==> config.mk <==
export PLATFORM = sky130hd
export DESIGN_NAME = fqp_sep_match
export DESIGN_NICKNAME = d
export VERILOG_FILES = /design/src/fastq_record_parser_trim_top_defines.svh /design/src/fqp_pkg.sv /design/src/fqp_sep_match.sv
export SDC_FILE = /design/constraint.sdc
export NUM_CORES = 2
export LEC_CHECK = 0
export BUFFER_PORTS_ARGS = -buffer_cell sky130_fd_sc_hd__buf_2
export CAP_MARGIN = 0
export CELL_PAD_IN_SITES_DETAIL_PLACEMENT = 0
export CELL_PAD_IN_SITES_GLOBAL_PLACEMENT = 1
export CORE_UTILIZATION = 60
export CTS_CLUSTER_SIZE = 40
export DETAILED_ROUTE_END_ITERATION = 10
export PLACE_DENSITY = 0.95
export SLEW_MARGIN = 20
export SYNTH_ARGS = -nofsm -noshare
export SYNTH_HDL_FRONTEND = slang
export SYNTH_SLANG_ARGS = --single-unit
export TNS_END_PERCENT = 10
==> constraint.sdc <==
create_clock -name clk -period 48.9 [get_ports clk]
set_input_delay 14.67 -clock clk [delete_from_list [all_inputs] [get_ports clk]]
set_output_delay 14.67 -clock clk [all_outputs]
set_load 0.05 [all_outputs]
==> src/fastq_record_parser_trim_top_defines.svh <==
// Assertion macros used by the FASTQ parser RTL.
`ifndef FASTQ_RECORD_PARSER_TRIM_TOP_DEFINES_SVH
`define FASTQ_RECORD_PARSER_TRIM_TOP_DEFINES_SVH

// Same-cycle implication, sampled on clk, off while rst_n is low.
`define FQP_IMPLY(label, ante, cons, msg) \
    label: assert property (@(posedge clk) disable iff (!rst_n) (ante) |-> (cons)) \
        else $error(msg);

// Next-cycle implication, sampled on clk, off while rst_n is low.
`define FQP_NEXT(label, ante, cons, msg) \
    label: assert property (@(posedge clk) disable iff (!rst_n) (ante) |=> (cons)) \
        else $error(msg);

`endif

==> src/fqp_pkg.sv <==
// Package with types, codes and constants of the FASTQ record parser.
package fqp_pkg;

    localparam int MAX_READ_DEF = 1024;
    localparam int MAX_NAME_DEF = 64;

    localparam int KEEP_W     = 17;
    localparam int CUTOFF_W   = 11;
    localparam int SEP_LEN_W  = 11;
    localparam int CFG_IDX_W  = 1;
    localparam int CFG_DATA_W = 17;

    // Unity keep fraction: bit 16 set means no scaling.
    localparam logic [KEEP_W-1:0]    KEEP_RESET   = 17'h10000;
    localparam logic [CUTOFF_W-1:0]  CUTOFF_RESET = 11'd1024;
    localparam logic [SEP_LEN_W-1:0] SEP_LEN_MAX  = 11'd2047;

    localparam logic [7:0] CH_NEWLINE = 8'd10;
    localparam logic [7:0] CH_AT      = 8'h40;
    localparam logic [7:0] CH_PLUS    = 8'h2B;

    localparam logic [CFG_IDX_W-1:0] CFG_KEEP_FRACTION = 1'b0;
    localparam logic [CFG_IDX_W-1:0] CFG_READ_CUTOFF   = 1'b1;

    typedef enum logic [1:0] {
        PH_NAME,
        PH_SEQ,
        PH_SEP,
        PH_QUAL
    } phase_t;

    typedef enum logic [1:0] {
        KIND_NAME = 2'd0,
        KIND_PAIR = 2'd1,
        KIND_END  = 2'd2
    } kind_t;

    typedef enum logic [2:0] {
        ST_OK           = 3'd0,
        ST_BAD_NAME     = 3'd1,
        ST_BAD_SEP      = 3'd2,
        ST_LEN_MISMATCH = 3'd3,
        ST_TRUNCATED    = 3'd4,
        ST_OVERFLOW     = 3'd5
    } status_t;

    typedef struct packed {
        kind_t      kind;
        logic [7:0] data_byte;
        logic [7:0] qual_byte;
        status_t    status;
    } result_t;

    typedef struct packed {
        logic       name_push;
        logic       sep_push;
        logic [7:0] data;
    } match_ctl_t;

endpackage

==> src/fqp_sep_match.sv <==
// Separator-versus-name suffix match: reversed name line, separator tail, per-byte compare.
module fqp_sep_match #(
    parameter int MAX_NAME = fqp_pkg::MAX_NAME_DEF,
    parameter int NLEN_W   = $clog2(fqp_pkg::MAX_NAME_DEF + 1)
) (
    input  logic                           clk,
    input  fqp_pkg::match_ctl_t            ctl,
    input  logic [NLEN_W-1:0]              name_len,
    input  logic [fqp_pkg::SEP_LEN_W-1:0]  sep_len,
    output logic                           match
);
    import fqp_pkg::*;

    // Newest byte sits at index 0 in both lines, so tap k of each lines up.
    logic [7:0]          name_rev_reg [MAX_NAME];
    logic [7:0]          name_rev_next [MAX_NAME];
    logic [7:0]          tail_reg [MAX_NAME];
    logic [7:0]          tail_next [MAX_NAME];
    logic [MAX_NAME-1:0] eq_reg;
    logic [MAX_NAME-1:0] eq_next;
    logic [MAX_NAME-1:0] hit;

    always_comb
    begin
        for (int k = 0; k < MAX_NAME; k++)
        begin
            if (k == 0)
            begin
                name_rev_next[k] = ctl.name_push ? ctl.data : name_rev_reg[k];
                tail_next[k]     = ctl.sep_push ? ctl.data : tail_reg[k];
            end
            else
            begin
                name_rev_next[k] = ctl.name_push ? name_rev_reg[k-1] : name_rev_reg[k];
                tail_next[k]     = ctl.sep_push ? tail_reg[k-1] : tail_reg[k];
            end
            eq_next[k] = (name_rev_next[k] == tail_next[k]);
        end
    end

    always_ff @(posedge clk)
    begin
        if (ctl.name_push || ctl.sep_push)
        begin
            name_rev_reg <= name_rev_next;
            tail_reg     <= tail_next;
            eq_reg       <= eq_next;
        end
    end

    // Taps past the name length do not count.
    always_comb
    begin
        for (int k = 0; k < MAX_NAME; k++)
        begin
            hit[k] = eq_reg[k] || (32'(k) >= 32'(name_len));
        end
    end

    assign match = (sep_len == SEP_LEN_W'(1))
                || ((32'(sep_len) >= 32'(name_len)) && (&hit));

endmodule

==> summary.md <==
| Metric | Value |
|---|---|
| Antenna violations before repair | 5 |
| Fraction of registers with async set/reset | 0% |
| Post-synth top area share | between 60 and 70% |
| Largest net degree at the start of global routing | between 150 and 200 |
| Synthesized instance count | about 3100 |
| Fill cells | ~6000 |
| Share of post-route cells with drive strength above 1 | between 30% and 40% |
| Hold_buf cts | 0 |
| Slowest-stage cell, CP | nor2_1 |
| DR iter-0 viols | about 2000 |
| Post-synth net total | 3132 |
| Hold WC Path Type | flop to flop |
| Synth top area cells | edfxtp_1 63%, mux2_2 22%, xor2_1 8.7% |
| Critical-path cell list | buf_2 > nor2_1 > a21oi_1 > a211oi_1 > nand3_1 > a2111oi_2 > nand3_1 > o21ai_1 > buf_2 |
| Worst setup path class | primary input to output pin |
| Routed vias | roughly 26000 |
| Worst-Margin Slew | 1.09 ns |
| Crit path time final | 31.75 ns |
| Chip width | 295 um |
| Setup Viol. Count Final | 0 |
| Total Wirelength | just under 100000 um |
| Worst setup SP type | primary input |
| Seq/Total Area, Yosys | a little under two thirds |
| Avg Vias per Cell | slightly below 6 |
| Post-route DRC | 0 |
| Yosys warning count | 0 |
| Post-CTS setup-driven buffer insertion count | 0 |
| Slew Limit Fails | 0 |
| Count of state elements after synthesis | 1088 |
| Vertical die dimension | between 200 and 300 um |
| CTS resizes | 0 |
| Crit-path max FO | 13 |
| Unrepaired setup endpoints after global routing | false |
| Cell Pwr Density | ~46 mW/mm^2 |
| Max Cap Viol | 0 |
| Sink Count | roughly 1100 |
| Placed Area | around 0.053 mm^2 |
| Slew margin rel. | 27.6% |
| Worst-case clock buffer depth | 3 |
| Finished Cell Area | between 0.05 and 0.06 mm^2 |
| Core Area | roughly 0.085 mm^2 |
| Cells after DPL | 4165 |
| H-tree depth | 3 |
| TritonCTS clock tree | yes |
| Vias in the first global route | about 27000 |
| Initial Util | 60.5% |
| Non-Filler Instances | approximately 4400 |
| Area Growth Syn to Fin | 8.85% |
| Crit-path max cell delay | 0.66 ns |
| Leakage dissipation | about 20 nW |
| Post-route ant nets | 0 |
| Inserted Clock Buffers | approximately 110 |
| WL/cell | roughly 23 um |
| Netlist cell types | 52 |
| DR pass1 iterations | 5 |
| Main synth FF type | edfxtp_1 |
| Tot GR Track Use | a little under a quarter |
| RD Place Congestion | 0.878 |
| FMAX | 31.5 MHz |
| Worst setup EP type | output pin |
| Final worst path period share | 64.9% |
| Worst-path clk slew | roughly 0.06 ns |
| Post-synth EDFFs | 1088 |
| Critical Path AT | 17.08 ns |
| Clock Skew | roughly 0.025 ns |
| Post-Syn Area | 0.0515 mm^2 |
| Post-synth top area cell | edfxtp_1 |
| Root Buffer | clkbuf_16 |
| Total power draw | 2.56 mW |
| Hpwl dp | 64900 um |
| IO Pins | 30 |
| Clk_lat worst skew | roughly 0.69 ns |
| VDD IR max | 0.0000337 V |
| Status | complete, no violations |
| Rows | 107 |
| Hold Vio Cnt, Final | 0 |
| Total grt overflow | 0 |
| Fin util | between 60% and 70% |
| Setup TNS | 0 ns |
| First-pass GRT wire length | roughly 150000 um |
| CP required | around 34 ns |
| NumNets Final | 3166 |
| Port buffer count | 29 |
| Die ar. | about 0.087 mm^2 |
| Post-Syn Area per Cell | ~17 um^2 |
-- synthesized netlist by cell type (all sizes together) (2+ instances only) --
cell	instances
edfxtp	1088
mux2	1024
xor2	512
nor4	135
buf	98
and2	66
clkbuf	24
a21oi	21
nor2	14
nor3	13
o21ai	12
nand2	11
inv	9
ha	7
o211ai	6
a211oi	5
nand3	5
nand4	5
a32oi	4
a2111oi	3
maj3	3
nor4b	3
a22oi	2
a31oi	2
nand2b	2
o2111a	2
o221ai	2
o22ai	2
or3	2
-- area by class of cell --
cell class	instances	area, um^2	share of cell area [%]
antenna	3	7.51	0.0134
clock buffer	130	2760	4.93
clock inverter	70	548	0.977
inverter	9	33.8	0.0603
multi-input combinational	1877	18200	32.5
sequential	1088	32700	58.3
tap	1144	1430	2.55
timing repair buffer	47	392	0.698
-- layer usage --
metal | wire [um] | global-route usage (%)
met5 | 13 | 0
met4 | 1900 | 6.19
met1 | 43200 | 31.3
met3 | 4100 | 3.34
met2 | 49800 | 38.0
-- through the flow --
stage,worst slack [ns],hold slack [ns]
final,17.15,0.584
after global placement,17.12,0.564
after floorplan,17.71,0.544
after CTS,17.15,0.586
after detailed placement,17.16,0.572
after global routing,17.00,0.608
-- cell families (layout without fill, tap and decap cells) --
group	Yosys count	in the layout	synth area share, %
adders and majority gates	10	10	0.228
other	0	3	0
muxes	1024	1024	22.4
and+or+nand+nor	262	262	3.14
DFF	1088	1088	63.4
xor gates and xnor gates	512	512	8.71
AOI/OAI and AO/OA	69	69	0.906
buffers and inverters	131	256	1.20
-- final timing paths --
check | startpoint | slack [ns] | end | depth (start not counted)
hold reg to reg | name_rev_reg[4]$_DFFE_PP_ | 0.58 | name_rev_reg[4]$_DFFE_PP_ | 1
setup reg to reg | name_rev_reg[364]$_DFFE_PP_ | 46.87 | eq_reg[19]$_DFFE_PP_ | 4
hold / removal | name_rev_reg[4]$_DFFE_PP_ | 0.58 | name_rev_reg[4]$_DFFE_PP_ | 1
setup / recovery | name_len[1] | 17.15 | match | 9
-- power breakdown --
part	internal (mW)	switching [mW]
clock	0.435	0.348
sequential	1.24	0.0928
combinational	0.216	0.230
-- critical path, delay by kind of cell --
| kind | cells | cell delay [ns] |
|---|---|---|
| simple gates | 3 | 0.98 |
| buf+inv | 2 | 0.47 |
| compound gates | 4 | 0.96 |
-- placed cells by master, fill, tap and decap left out, types with 3 or more instances in the layout --
cell | synthesis | final
edfxtp_1 | 1088 | 1088
mux2_2 | 1001 | 1001
xor2_1 | 512 | 512
nor4_1 | 133 | 133
clkbuf_16 | 0 | 107
and2_1 | 65 | 65
clkinv_1 | 0 | 34
buf_2 | 97 | 27
mux2_1 | 23 | 23
clkbuf_1 | 24 | 23
clkinv_2 | 0 | 22
a21oi_1 | 21 | 21
nor3_1 | 13 | 13
nor2_1 | 13 | 13
nand2_1 | 11 | 11
o21ai_0 | 10 | 10
buf_4 | 0 | 10
inv_1 | 8 | 8
ha_1 | 7 | 7
buf_12 | 0 | 7
o211ai_1 | 6 | 6
bufinv_16 | 0 | 6
nand3_1 | 5 | 5
nand4_1 | 5 | 5
a211oi_1 | 5 | 5
a32oi_1 | 4 | 4
diode_2 | 0 | 3
maj3_1 | 3 | 3
inv_16 | 0 | 3
(Power assumes the default switching activity.)
