## config.mk

```make
export PLATFORM = sky130hd
export DESIGN_NAME = fqp_out_skid_flat
export DESIGN_NICKNAME = d
export VERILOG_FILES = /design/src/fastq_record_parser_trim_top_defines.svh /design/src/fqp_pkg.sv /design/src/fqp_channels.sv /design/src/fqp_out_skid.sv /design/src/flat_wrapper.sv
export SDC_FILE = /design/constraint.sdc
export NUM_CORES = 1
export LEC_CHECK = 0
export BUFFER_PORTS_ARGS = -buffer_cell sky130_fd_sc_hd__buf_4
export CAP_MARGIN = 10
export CORE_MARGIN = 10
export CORE_UTILIZATION = 50
export DETAILED_ROUTE_END_ITERATION = 10
export HOLD_SLACK_MARGIN = 0.05
export PLACE_DENSITY = 0.76
export SLEW_MARGIN = 5
export SYNTH_ARGS = -nofsm -noshare
export SYNTH_HDL_FRONTEND = slang
export SYNTH_SLANG_ARGS = --single-unit
```

## constraint.sdc

```tcl
create_clock -name clk -period 2 [get_ports clk]
set_clock_uncertainty 0.15 [all_clocks]
set_input_delay 0 -clock clk [delete_from_list [all_inputs] [get_ports clk]]
set_output_delay 0 -clock clk [all_outputs]
set_load 0.05 [all_outputs]
```

## src/fastq_record_parser_trim_top_defines.svh

```systemverilog
// Assertion macros used by the FASTQ parser RTL.
`ifndef FASTQ_RECORD_PARSER_TRIM_TOP_DEFINES_SVH
`define FASTQ_RECORD_PARSER_TRIM_TOP_DEFINES_SVH

// Same-cycle implication, sampled on clk, off while rst_n is low.
`define FQP_IMPLY(label, ante, cons, msg) \
    label: assert property (@(posedge clk) disable iff (!rst_n) (ante) |-> (cons)) \
        else $error(msg);

// Next-cycle implication, sampled on clk, off while rst_n is low.
`define FQP_NEXT(label, ante, cons, msg) \
    label: assert property (@(posedge clk) disable iff (!rst_n) (ante) |=> (cons)) \
        else $error(msg);

`endif

```

## src/fqp_pkg.sv

```systemverilog
// Package with types, codes and constants of the FASTQ record parser.
package fqp_pkg;

    localparam int MAX_READ_DEF = 1024;
    localparam int MAX_NAME_DEF = 64;

    localparam int KEEP_W     = 17;
    localparam int CUTOFF_W   = 11;
    localparam int SEP_LEN_W  = 11;
    localparam int CFG_IDX_W  = 1;
    localparam int CFG_DATA_W = 17;

    // Unity keep fraction: bit 16 set means no scaling.
    localparam logic [KEEP_W-1:0]    KEEP_RESET   = 17'h10000;
    localparam logic [CUTOFF_W-1:0]  CUTOFF_RESET = 11'd1024;
    localparam logic [SEP_LEN_W-1:0] SEP_LEN_MAX  = 11'd2047;

    localparam logic [7:0] CH_NEWLINE = 8'd10;
    localparam logic [7:0] CH_AT      = 8'h40;
    localparam logic [7:0] CH_PLUS    = 8'h2B;

    localparam logic [CFG_IDX_W-1:0] CFG_KEEP_FRACTION = 1'b0;
    localparam logic [CFG_IDX_W-1:0] CFG_READ_CUTOFF   = 1'b1;

    typedef enum logic [1:0] {
        PH_NAME,
        PH_SEQ,
        PH_SEP,
        PH_QUAL
    } phase_t;

    typedef enum logic [1:0] {
        KIND_NAME = 2'd0,
        KIND_PAIR = 2'd1,
        KIND_END  = 2'd2
    } kind_t;

    typedef enum logic [2:0] {
        ST_OK           = 3'd0,
        ST_BAD_NAME     = 3'd1,
        ST_BAD_SEP      = 3'd2,
        ST_LEN_MISMATCH = 3'd3,
        ST_TRUNCATED    = 3'd4,
        ST_OVERFLOW     = 3'd5
    } status_t;

    typedef struct packed {
        kind_t      kind;
        logic [7:0] data_byte;
        logic [7:0] qual_byte;
        status_t    status;
    } result_t;

    typedef struct packed {
        logic       name_push;
        logic       sep_push;
        logic [7:0] data;
    } match_ctl_t;

endpackage

```

## src/fqp_channels.sv

```systemverilog


interface fqp_out_if;
    logic            valid;
    logic            ready;
    fqp_pkg::kind_t   kind;
    logic [7:0]      data_byte;
    logic [7:0]      qual_byte;
    fqp_pkg::status_t status;

    modport source (output valid, output kind, output data_byte, output qual_byte,
                    output status, input ready);
    modport sink (input valid, input kind, input data_byte, input qual_byte,
                  input status, output ready);
endinterface

```

## src/fqp_out_skid.sv

```systemverilog
// Two-entry output stage: result register plus skid register.
module fqp_out_skid (
    input  logic              clk,
    input  logic              rst_n,
    input  logic              push,
    input  fqp_pkg::result_t  item,
    output logic              ready,
    fqp_out_if.source         tx
);
    import fqp_pkg::*;

    logic    out_valid_reg;
    logic    out_valid_next;
    logic    skid_valid_reg;
    logic    skid_valid_next;
    result_t out_reg;
    result_t skid_reg;
    logic    out_load;
    logic    skid_load;

    always_comb
    begin
        out_load        = 1'b0;
        skid_load       = 1'b0;
        out_valid_next  = out_valid_reg;
        skid_valid_next = skid_valid_reg;
        priority if (skid_valid_reg)
        begin
            out_load        = tx.ready;
            skid_valid_next = !tx.ready;
            out_valid_next  = 1'b1;
        end
        else if (push)
        begin
            out_load        = !out_valid_reg || tx.ready;
            skid_load       = out_valid_reg && !tx.ready;
            skid_valid_next = skid_load;
            out_valid_next  = 1'b1;
        end
        else
        begin
            out_valid_next = out_valid_reg && !tx.ready;
        end
    end

    always_ff @(posedge clk or negedge rst_n)
    begin
        if (!rst_n)
        begin
            out_valid_reg  <= 1'b0;
            skid_valid_reg <= 1'b0;
        end
        else
        begin
            out_valid_reg  <= out_valid_next;
            skid_valid_reg <= skid_valid_next;
        end
    end

    always_ff @(posedge clk)
    begin
        if (out_load)
        begin
            out_reg <= skid_valid_reg ? skid_reg : item;
        end
        if (skid_load)
        begin
            skid_reg <= item;
        end
    end

    assign ready        = !skid_valid_reg;
    assign tx.valid     = out_valid_reg;
    assign tx.kind      = out_reg.kind;
    assign tx.data_byte = out_reg.data_byte;
    assign tx.qual_byte = out_reg.qual_byte;
    assign tx.status    = out_reg.status;

endmodule

```

## src/flat_wrapper.sv

```systemverilog
// flat-port wrapper written by rule: the top's interface ports become plain ports
module fqp_out_skid_flat import fqp_pkg::*;
  (clk, rst_n, push, item, ready, tx_valid, tx_kind, tx_data_byte, tx_qual_byte, tx_status, tx_ready);
  fqp_out_if tx_i ();
  input  logic clk;
  input  logic rst_n;
  input  logic push;
  input  fqp_pkg::result_t item;
  output logic ready;
  output wire logic [$bits(tx_i.valid)-1:0] tx_valid;
  output wire logic [$bits(tx_i.kind)-1:0] tx_kind;
  output wire logic [$bits(tx_i.data_byte)-1:0] tx_data_byte;
  output wire logic [$bits(tx_i.qual_byte)-1:0] tx_qual_byte;
  output wire logic [$bits(tx_i.status)-1:0] tx_status;
  input wire logic [$bits(tx_i.ready)-1:0] tx_ready;
  assign tx_valid = tx_i.valid;
  assign tx_kind = tx_i.kind;
  assign tx_data_byte = tx_i.data_byte;
  assign tx_qual_byte = tx_i.qual_byte;
  assign tx_status = tx_i.status;
  assign tx_i.ready = tx_ready;
  fqp_out_skid u_core (.clk(clk), .rst_n(rst_n), .push(push), .item(item), .ready(ready), .tx(tx_i));
endmodule
```

==> impl_results.md <==
- Clock Tree Buf Depth: 2
- Antenna violations before repair: 0
- CTS sink cnt: 44
- Nets: 181
- Area contributors post-synth: edfxtp_1, mux2_4, mux2_2, dfrtp_1, buf_6
- Critical path class: register to register
- Synth Register Bits: 44
- Area used by multi-input combinational logic: 338 um2
- Post-synth EDFFs: 42
- Placed Instance Area: 2100 um2
- Fmax: 626 MHz
- Most common cell in the netlist: edfxtp_1
- RSZ-0062 raised after global routing: false
- Slowest stage delay, CP: 0.52 ns
- Startpoint Class: register
- CTS root buffer: clkbuf_4
- Top_reg_cell synth: edfxtp_1
- YS warnings: 0
- Hold WC Path Type: input port to register
- Fin crit share: 79.9%
- Critical-path cell list: nor2b_1, and3_2
- TritonCTS buffer count: 5
- Clk slew on worst S/H paths: 0.12 ns
- Diodes inserted: 0
- Port Buffers: 47
- Post-route minimum period: 1.60 ns
- Final WL: 3.11 mm
- Crit path max fanout: 21
- DRC viols: 0
- Synth top area share: 74.4%
- Status: finished clean
- Leak: 0.974 nW
- Mean area per synthesized cell: 22.3 um2
- Most frequent cells after synthesis: edfxtp_1, mux2_4, mux2_2
- Via count: 942
- Drt first pass iters: 3
- 1st-iter DRT viols: 36
- TritonCTS clock tree: done
- Max reg flops: 21
- Fin. max-slew vios: 0
- Area growth syn-to-layout: 43.6%
- Slew headroom: 67.8%
- H-tree depth: 2
- Largest net degree at the start of global routing: 22
- Setup Viol. Count Final: 0
- Initial Utilization: 51.2%
- Clock Latency Late Sink: 0.34 ns
- Setup TNS: 0 ns
- Core area: 3310 um2
- CP top delay family: simple AND/OR/NAND/NOR gates
- Total power: 2.03 mW
- Worst path bufs/invs: 0
- Critical path arrival: 1.44 ns
- Post-route cell area: 2430 um2
- Peak supply drop: 584 uV
- CP Capture Type: register
- Wire per inst: 15.3 um
- Post-synthesis sequential area ratio: 77.4%
- Site row count: 21
- Final ANT Viol Nets: 0
- Worst path required time: 1.84 ns
- Syn Std Cell Area: 1690 um2
- Global-route wire length before repair: 5.08 mm
- Vias per cell: 4.64
- WHS: 0.227 ns
- GR Overflow Total: 0
- Ports: 48
- Vias in the first global route: 1054
- Final RePlAce weighted congestion: 0.710
- # fillers: 231
- Share of cells above drive strength 1: 49.7%
- Largest area contributor in the netlist: edfxtp_1
- Reg area: 1310 um2
- Synth Instances: 76
- Die area: 6120 um2
- CP max-delay cell: and3_2
- PwrDens: 833 nW/um2
- Worst Max-Slew Pin Slew: 0.483 ns
- Post-synthesis net count: 101
- Synth cell types: 13
- Async SR Flop Fraction: 4.55%
- All-Layer GR Usage: 10.4%
- Die H: 78.2 um
- Final Hold Fails: 0
- Max_cap viols: 0
- Die Width: 78.2 um
## repair_timing
action                    in CTS  in global routing
hold buffers                  26                  0
buffers inserted               0                  0
hold endpoints to repair      46                  0
gates resized for setup        0                  0
## worst paths after layout
kind	slack (ns)	endpoint	startpoint	depth (start not counted)
worst min register to register	0.41	u_core.tx.kind[0]$_DFFE_PP_	u_core.skid_reg[19]$_DFFE_PP_	1
worst max-delay path	0.40	u_core.skid_reg[6]$_DFFE_PP_	u_core.tx.valid$_DFF_PN0_	2
min in group asynchronous	0.36	u_core.tx.valid$_DFF_PN0_	rst_n	3
worst min-delay path	0.23	u_core.skid_reg[13]$_DFFE_PP_	item[13]	2
worst max register to register	0.40	u_core.skid_reg[6]$_DFFE_PP_	u_core.tx.valid$_DFF_PN0_	2
max in group asynchronous	1.21	u_core.skid_valid_reg$_DFF_PN0_	rst_n	3
## layout make-up
| class | count | share of cell area (%) |
|---|---|---|
| Multi-Input combinational cell | 28 | 13.9 |
| Inverter | 1 | 0.154 |
| Clock buffer | 5 | 1.54 |
| Tap cell | 46 | 2.37 |
| Sequential cell | 44 | 53.9 |
| Timing Repair Buffer | 76 | 26.6 |
| Clock inverter | 3 | 1.54 |
## metal layers
| layer | part of all wire, % | global-route usage (%) | wire length [um] | up-vias |
|---|---|---|---|---|
| li1 | - | - | - | 455 |
| met1 | 44 | 11.9 | 1360 | 445 |
| met2 | 46 | 16.1 | 1430 | 38 |
| met3 | 9.1 | 5.92 | 284 | 4 |
| met4 | 1.4 | 3.76 | 43 | 0 |
| met5 | 0 | 0 | 0 | - |
## kinds of logic after synthesis
family | count (synthesis) | synth area share [%]
simple gates | 5 | 1.55
compound gates | 2 | 0.812
mux | 21 | 17.5
buf+inv | 4 | 2.73
flops | 44 | 77.4
## through the flow
| stage | setup WS, ns | util (%) | instances |
|---|---|---|---|
| global placement | 0.489 | 63.4 | 169 |
| finish | 0.402 | 73.5 | 203 |
| detailed placement | 0.421 | 63.4 | 169 |
| global route | 0.281 | 73.5 | 203 |
| floorplan | 0.0450 | - | 76 |
| CTS | 0.388 | 73.5 | 203 |
## layout by cell type, fill, tap and decap left out
master         synthesis  final
a21oi_1                1      1
and3_2                 0      1
buf_12                 1      1
buf_4                  0     49
bufinv_16              0      1
clkbuf_4               0      5
clkinv_1               0      2
dfrtp_1                2      2
dlygate4sd3_1          0     26
edfxtp_1              42     42
inv_1                  1      1
mux2_2                 5      5
mux2_4                16     16
nor2_1                 2      2
nor2b_1                1      1
o22a_1                 1      1
or3_1                  1      1
## where the power goes
part / internal, mW / leakage (nW) / switching, mW
clock: 0.255 / 0.0403 / 0.261
sequential: 1.08 / 0.417 / 0.0184
combinational: 0.181 / 0.517 / 0.229
(Power assumes the default switching activity.)
